`src/sv/mcpt_ram.sv`:
```
// Generic single-write, single-read RAM with a registered read port.
// No dependencies; holds one field of the per-timer state.
module mcpt_ram #(
   parameter int WIDTH = 32,
   parameter int DEPTH = 32
) (
   input  logic                                 clock,
   input  logic                                 wr_en,
   input  logic [(DEPTH > 1 ? $clog2(DEPTH) : 1)-1:0] wr_addr,
   input  logic [WIDTH-1:0]                     wr_data,
   input  logic [(DEPTH > 1 ? $clog2(DEPTH) : 1)-1:0] rd_addr,
   output logic [WIDTH-1:0]                     rd_data
);

   logic [WIDTH-1:0] mem_ff [DEPTH];
   logic [WIDTH-1:0] rd_data_ff;

   always_ff @(posedge clock) begin
      if (wr_en) begin
         mem_ff[wr_addr] <= wr_data;
      end
      rd_data_ff <= mem_ff[rd_addr];
   end

   assign rd_data = rd_data_ff;

endmodule

```
`config.mk`:
```
export PLATFORM = sky130hd
export DESIGN_NAME = mcpt_ram
export DESIGN_NICKNAME = d
export VERILOG_FILES = /design/src/sv/mcpt_ram.sv
export SDC_FILE = /design/constraint.sdc
export NUM_CORES = 1
export LEC_CHECK = 0
export BUFFER_PORTS_ARGS = -buffer_cell sky130_fd_sc_hd__buf_2
export CAP_MARGIN = 0
export CORE_UTILIZATION = 60
export CTS_BUF_LIST = sky130_fd_sc_hd__clkbuf_4 sky130_fd_sc_hd__clkbuf_8
export CTS_CLUSTER_SIZE = 8
export DETAILED_ROUTE_END_ITERATION = 6
export GPL_TIMING_DRIVEN = 0
export PLACE_DENSITY = 0.77
export SLEW_MARGIN = 30
export SYNTH_ARGS = -nofsm -noshare
export SYNTH_HDL_FRONTEND = slang
export SYNTH_SLANG_ARGS = --single-unit
export TNS_END_PERCENT = 100
```
`constraint.sdc`:
```
create_clock -name clock -period 4.1 [get_ports clock]
set_clock_uncertainty 0.2 [all_clocks]
set_input_delay 1.025 -clock clock [delete_from_list [all_inputs] [get_ports clock]]
set_output_delay 1.025 -clock clock [all_outputs]
set_load 0.02 [all_outputs]
```
==> impl_metrics.toml <==
[synth]
yosys-top-cells-area = "edfxtp_1, mux2i_1, a22oi_1"
synth_seq_area_share_pct = 77.54
ys_warn_count = 0
ys.flop_type = "edfxtp_1"
async_flop_share_pct = 0
synth_most_common_cell = "edfxtp_1"
synthAdderAreaFrac_pct = 0
yosys.area.top_type = "edfxtp_1"
synth_common_cells = "edfxtp_1, mux2i_1, nand2_1, nand3_1"
synthSimpleGateAreaFrac_pct = 3.100
synthCells = 2260
syn_nets = 2304
synth_top_area_share_pct = 75.95
synth_mux_area_share_pct = 12.66
avgSynthCellArea_um2 = 17.91
synth_edf_count = 1024
synth_xor_area_share_pct = 0
synth_cell_types = 25
synth_seq_cells = 1056
synth_compound_area_share_pct = 4.846
syn-cell-area_um2 = 40490
synth_top_family_by_area = "multiplexers"

[sta]
finalHoldViolCount = 0
relSlewSlack_pct = 34.60
fin_hold_ws_ns = 0.4018
setup_viol = 0
fin_crit_sh_pct = 66.89
slew_viol_final = 0
rsz0062_at_grt = "false"
fin_crit_ns = 2.742
fmax_mhz = 364.6
worst_pin_slew_ns = 0.9780

[pwr]
peakVddDrop_uv = 261.8
p_per_area_nw_per_um2 = 468.8
finalPower_uw = 21750
p_leak_uw = 0.01644

[floorplanning]
die_h_um = 261.8
die_area_um2 = 68520
io_pins = 76
die_w_um = 261.8
core.rowCount = 94
start_util_pct = 61.14
coreArea_um2 = 66220

[clocking]
root_buffer = "clkbuf_8"
cts_setup_buffers = 0
clk_pin_slew_worst_paths_ns = 0.06
cts_tree = "yes"
cts.sinks = 1056
clk_latency_ns = 0.81
clk_path_buf_depth = 3
ctsResizeCount = 0
htree_levels = 4
hold_buffers = 0
cts_buffers = 161

[hold_path]
hold_path.class = "reg2reg"
hold_start = "mem_ff[27][25]$_DFFE_PP_"

[routing]
num_vias = 22221
drt_wl_total_um = 95670
drc = 0
initialDrtViolationCount = 2583
wl_per_cell_um = 27.19
first_pass_iters = 5
ant_nets = 0
vias_per_cell = 6.315

[global_routing]
grt_max_degree = 33
use_met1_pct = 36.65
grt_pass1_vias = 22477
antenna_found_initial = 5
grt_pass1_wl_um = 139600
grt_use_met2_pct = 47.43
grt_overflow = 0
grtUsageMet3_pct = 6.617
busiest_layer = "met2"
track_usage_pct = 28.46

[final_layout]
fin_area_um2 = 46400
fin_nets = 2588
syn_to_final_growth_pct = 14.62
drive_gt1_share_pct = 18.73
fillCellCount = 3948

[setup_path]
end_kind = "register"
reg2reg_from = "mem_ff[7][12]$_DFFE_PP_"
crit_type = "in2reg"
path_max_fanout = 17
cp-endpoint = "mem_ff[5][18]$_DFFE_PP_"
cpPeakStageDelay_ns = 0.86
cp.required_ns = 4.38
start_kind = "input pin"
r2r_slack_ns = 2.23
rr_worst_depth = 5
cp.arrival_ns = 3.02
cp-startpoint = "wr_addr[1]"
crit_path_cell_trace = "buf_2, nand3b_1, nor2_4, buf_16"
slowest_stage = "nor2_4"
reg2reg_to = "rd_data[12]$_DFF_P_"

[placement]
gp_congestion = 0.8697
dpl.hpwl_um = 62400
placed_area_um2 = 43280
port_buffers = 74

[job]
drv_cap = 0

[status]
status = "finished clean"
==> worst min-delay path by stage <==
stage	end	slack [ns]	depth (start not counted)
floorplan	rd_data[10]$_DFF_P_	0.35	4
global placement	rd_data[13]$_DFF_P_	0.39	4
detailed placement	rd_data[5]$_DFF_P_	0.39	4
CTS	rd_data[25]$_DFF_P_	0.40	4
global route	rd_data[5]$_DFF_P_	0.45	4
finish	rd_data[25]$_DFF_P_	0.40	4
==> flip-flops by register name (all words and copies together), names as in the netlist <==
signal   count
mem_ff    1024
rd_data     32
==> final cells by class <==
| cell class | instances | area [um2] | area share (%) |
|---|---|---|---|
| Clock inverter | 14 | 68.82 | 0.1483 |
| Timing Repair Buffer | 121 | 1476 | 3.182 |
| Clock buffer | 258 | 3044 | 6.560 |
| Antenna cell | 2 | 5.005 | 0.01079 |
| Sequential cell | 1056 | 31390 | 67.65 |
| Buffer | 127 | 754.5 | 1.626 |
| Multi-Input combinational cell | 1077 | 8582 | 18.49 |
| Tap cell | 864 | 1081 | 2.330 |
==> power by group <==
group / leakage [uW] / total (uW) / internal (uW) / switching, uW
logic: 0.00528 / 1260 / 394 / 864
registers: 0.00949 / 12100 / 12000 / 43.8
clock network: 0.00166 / 8440 / 4640 / 3800
total: 0.0164 / 21800 / 17000 / 4710
==> through the flow <==
stage               instances  util [%]  setup slack, ns  setup TNS (ns)
finish                   3519     70.08            1.358               0
global route             3518     70.07            1.296               0
CTS                      3517     70.07            1.366               0
detailed placement       3245     65.37           0.5257               0
global placement         3198     63.33           -1.065         -745.90
floorplan                2260         -           0.4409               0
==> cell usage in the layout (no fill, tap or decap), types with 2 or more instances in the layout <==
master / instances
clkinv_1: 9
mux2i_1: 512
clkbuf_4: 83
a22o_1: 64
edfxtp_1: 1024
buf_6: 15
dfxtp_1: 32
nand2_1: 98
clkbuf_8: 177
nor2_4: 32
or3b_2: 3
clkinvlp_4: 4
nand3_1: 98
nand3b_1: 5
diode_2: 2
buf_1: 5
nor3_1: 32
nand2b_1: 2
clkbuf_1: 45
nor2_1: 2
a22oi_1: 96
a21oi_1: 96
buf_4: 33
buf_8: 15
buf_16: 32
a31oi_1: 32
buf_2: 100
==> per-layer routing <==
metal	vias to the layer above	part of all wire, %
met3	230	9.4
li1	9561	-
met5	-	0.039
met4	6	3.0
met2	1216	50
met1	11208	38
==> kinds of logic (layout without fill, tap and decap cells) <==
| logic type | count (synthesis) | in the layout |
|---|---|---|
| flops | 1056 | 1056 |
| mux | 512 | 512 |
| compound gates | 288 | 288 |
| simple gates | 277 | 277 |
| buf+inv | 127 | 520 |
| other cells | 0 | 2 |
==> critical path: cells and delay by family <==
family | cells | cell delay [ns]
buffers and inverters | 2 | 0.38
and+or+nand+nor | 2 | 1.59
(Power assumes the default switching activity.)
