===== src/sv/mcpt_pkg.sv =====
// Package for the multi-channel periodic timer: item structs, command codes,
// per-timer row and update types, and the sequencer state encoding.
// No dependencies; used by the top level and mcpt_unit.
package mcpt_pkg;

   localparam logic [1:0] KIND_START  = 2'd0;
   localparam logic [1:0] KIND_STOP   = 2'd1;
   localparam logic [1:0] KIND_PERIOD = 2'd2;
   localparam logic [1:0] KIND_TICK   = 2'd3;

   localparam int MAX_RESULTS = 32;
   localparam int CNT_WIDTH   = 6;
   localparam int IDX_WIDTH   = 9;

   typedef struct packed {
      logic [1:0]  kind;
      logic [4:0]  timer_index;
      logic [31:0] period_ticks;
      logic [31:0] repeat_limit;
      logic [30:0] start_stage;
   } req_type;

   typedef struct packed {
      logic [4:0]  timer_id;
      logic [31:0] stage_number;
      logic        last_event;
   } rsp_type;

   typedef struct packed {
      logic [31:0] period;
      logic [31:0] ticks;
      logic [31:0] stage;
      logic [31:0] limit;
   } row_type;

   typedef struct packed {
      logic        fire;
      logic        run;
      logic [31:0] period;
      logic [31:0] ticks;
      logic [31:0] stage;
      logic [31:0] stage_out;
   } upd_type;

   typedef enum logic [3:0] {
      ST_IDLE  = 4'b0001,
      ST_SCAN  = 4'b0010,
      ST_EXEC  = 4'b0100,
      ST_FLUSH = 4'b1000
   } state_type;

endpackage


===== src/sv/mcpt_unit.sv =====
// Shared update unit: decides whether one timer fires and computes its new
// countdown, stage and run flag for a start command or a tick.
// Depends on mcpt_pkg.
module mcpt_unit (
   input  logic             is_start,
   input  logic             room,
   input  mcpt_pkg::req_type cmd,
   input  mcpt_pkg::row_type row,
   output mcpt_pkg::upd_type upd
);

   logic [31:0] per;
   logic [31:0] eff;
   logic [31:0] cur_stage;
   logic [31:0] cur_lim;
   logic [31:0] inc;
   logic        stop_hit;
   logic        due;

   always_comb begin
      per       = (is_start && cmd.period_ticks != 32'd0) ? cmd.period_ticks : row.period;
      eff       = (per == 32'd0) ? 32'd1 : per;
      cur_stage = is_start ? {1'b0, cmd.start_stage} : row.stage;
      cur_lim   = is_start ? cmd.repeat_limit : row.limit;
      inc       = cur_stage + 32'd1;
      stop_hit  = (cur_lim != 32'd0) && (inc >= cur_lim);
      due       = (row.ticks <= 32'd1);

      upd.period    = per;
      upd.stage_out = cur_stage;
      if (is_start) begin
         upd.fire  = (cur_lim == 32'd0) || (cur_stage < cur_lim);
         upd.ticks = eff;
      end else begin
         upd.fire  = due && room;
         upd.ticks = !due ? row.ticks - 32'd1 : (room ? eff : 32'd1);
      end
      upd.stage = upd.fire ? inc : cur_stage;
      upd.run   = is_start ? (upd.fire && !stop_hit) : !(upd.fire && stop_hit);
   end

endmodule

===== config.mk =====
export PLATFORM = sky130hd
export DESIGN_NAME = mcpt_unit
export DESIGN_NICKNAME = d
export VERILOG_FILES = /design/src/sv/mcpt_pkg.sv /design/src/sv/mcpt_unit.sv
export SDC_FILE = /design/constraint.sdc
export NUM_CORES = 1
export LEC_CHECK = 0
export ABC_AREA = 1
export BUFFER_PORTS_ARGS = -buffer_cell sky130_fd_sc_hd__clkbuf_2
export CORE_AREA = 2 2 143 145
export DETAILED_ROUTE_END_ITERATION = 10
export DIE_AREA = 0 0 145 147
export PLACE_DENSITY_LB_ADDON = 0.15
export SLEW_MARGIN = 25
export SYNTH_ARGS = -nofsm -noshare
export SYNTH_HDL_FRONTEND = slang
export SYNTH_SLANG_ARGS = --single-unit

===== constraint.sdc =====
create_clock -name vclk -period 8.5
set_input_delay 0.85 -clock vclk [all_inputs]
set_output_delay 0.85 -clock vclk [all_outputs]
set_load 0.02 [all_outputs]

==> impl_metrics.yaml <==
outcome:
  status: "finished clean"
synth:
  synth_fa_ha_area_share_pct: 13.73
  synth_xor_area_share_pct: 6.454
  synth_seq_area_share_pct: 0
  postSynthAreaPerCell_um2: 5.537
  synth_simple_gate_area_share_pct: 47.90
  synth_fp_nets: 1402
  syn_inst: 1103
  synth.distinct_cells: 44
  synthesis.area_mm2: 0.006107
  synth-warning-count: 0
  synth-compound-area-share_pct: 11.25
  synth_top_family_by_area: "simple AND/OR/NAND/NOR gates"
  muxShareOfSynthArea_pct: 4.261
grt:
  grt_pass1_vias: 7747
  grt_max_degree: 61
  grt_antenna_before_repair: 0
  grt_use_total_pct: 22.89
  grt_first_pass_wirelength_mm: 39.87
  overflow: 0
die:
  die_x_um: 145
  die_area_mm2: 0.02132
  initial_utilization_pct: 30.78
  core_area_mm2: 0.01984
  std_cell_rows: 52
  die_y_um: 147
  io_pins: 362
sta:
  hold_ws_ns: 2.065
  worstMarginPinSlew_ns: 0.9026
  timing.final.ws_setup_ns: 2.325
  max_freq_mhz: 161.9
  hold_viol: 0
  finalSetupViolations: 0
  rsz0062_at_grt: "false"
  slew-limit-headroom_pct: 39.61
  finalSetupTns_ns: 0
  min_period_ns: 6.175
  fin_crit_sh_pct: 72.65
  maxSlewViolCount: 0
final_layout:
  fillers: 2305
  seq_area_um2: 0
  nets: 1727
  syn2layout_area_growth_pct: 30.12
  seq_cell_count: 0
  multiInputGateArea_mm2: 0.005105
  num_antenna_cells: 0
  n_clock_buffer: 0
  layout-drive-gt1-share_pct: 31.28
clocking:
  hold_buffers: 0
  cts_setup_buffers: 0
  cts_resized: 0
worst_hold_path:
  hold_path.class: "input port to output port"
setup_path:
  crit_path_top_delay_cell: "buf_4"
  worstPathBufferInverterCount: 8
  criticalPathCategory: "input port to output port"
  critPathTopFamily: "simple AND/OR/NAND/NOR gates"
  cp_data_required_time_ns: 7.65
  crit_path_frequent_cell: "nand2_1"
  max_stage_delay_ns: 0.71
  critPathArrivalTime_ns: 5.33
  critPathMaxFanout: 60
  start_kind: "input port"
  cp-end-kind: "output port"
power_and_ir_drop:
  p_leak_nw: 4.703
  peakVddDrop_uv: 35.15
  finalPower_uw: 525.0
  powerDensity_mw_per_mm2: 66.07
drt:
  first_pass_iters: 5
  drt-initial-drc-count: 265
  via_count: 7874
  via_per_inst: 4.643
  wl_mm: 25.38
  routedWlPerCell_um: 14.97
  postRouteAntennaNets: 0
  drc_errors: 0
place:
  io_buffer_count: 355
  place_ws_ns: 2.244
  dp_hpwl_mm: 22.28
  gp_congestion: 0.9295
job:
  max-cap-violations: 0
## tightest hold or removal path, delay by kind of cell
kind	cells	cell delay [ns]
buffers and inverters	3	0.29
and+or+nand+nor	1	0.08
## per-layer routing
layer | vias up | part of all wire (%) | GRT usage, %
li1 | 4173 | - | -
met1 | 3399 | 40 | 26.34
met2 | 264 | 50 | 43.57
met3 | 38 | 6.7 | 3.882
met4 | 0 | 3.1 | 6.089
met5 | - | 0 | 0
## power by group
part           internal, mW  switching (mW)
clock                     0               0
sequential                0               0
combinational         0.183           0.343
## cells in the final DEF (no fill, tap or decap), drive strengths merged
cell and count:
and2 1, nor3 27, o21a 1, nand3 76, ha 67, nand2 317, or2 22, xor2 40
a31oi 2, a21o 1, xnor2 5, o311ai 1, nand4 24, inv 187, nor4 10, o211ai 1
a211oi 1, mux2i 26, o21ai 77, clkbuf 354, a21oi 30, nand3b 23, nor2 127, o2111ai 1
buf 4, o221ai 1
## area by class of cell
cell class | instances | share of cell area, %
multi-input combinational | 881 | 64.24
inverter | 187 | 8.833
tap | 270 | 4.251
timing repair buffer | 358 | 22.67
## synthesized netlist by cell type, types with 23 or more instances
cell / number / area share [%]
a21oi_1: 29 / 2.4
nand3b_1: 23 / 2.8
nand4_1: 24 / 2.5
nor2_1: 116 / 7.1
xor2_1: 40 / 5.7
mux2i_1: 26 / 4.3
nand2_1: 295 / 18
nand3_1: 76 / 6.2
o21ai_0: 24 / 2.0
o21ai_1: 36 / 3.0
inv_1: 170 / 10
ha_1: 67 / 14
## path summary, 6_finish.rpt
kind / startpoint / cells past startpoint / to
worst max-delay path: is_start / 25 / upd[128]
worst min-delay path: row[63] / 4 / upd[31]
## kinds of logic after synthesis
group,Yosys count
AOI/OAI and AO/OA,116
adders and majority gates,67
muxes,26
buffers and inverters,222
and+or+nand+nor,627
xor gates and xnor gates,45
## through the flow
stage               cells  utilization [%]  cell area (um^2)
global route         1696            40.04              7946
finish               1696            40.04              7946
CTS                  1696            40.04              7946
global placement     1696            40.04              7946
floorplan            1103                -              6107
detailed placement   1696            40.04              7946
Note: power is estimated with default switching activity, not from simulation.
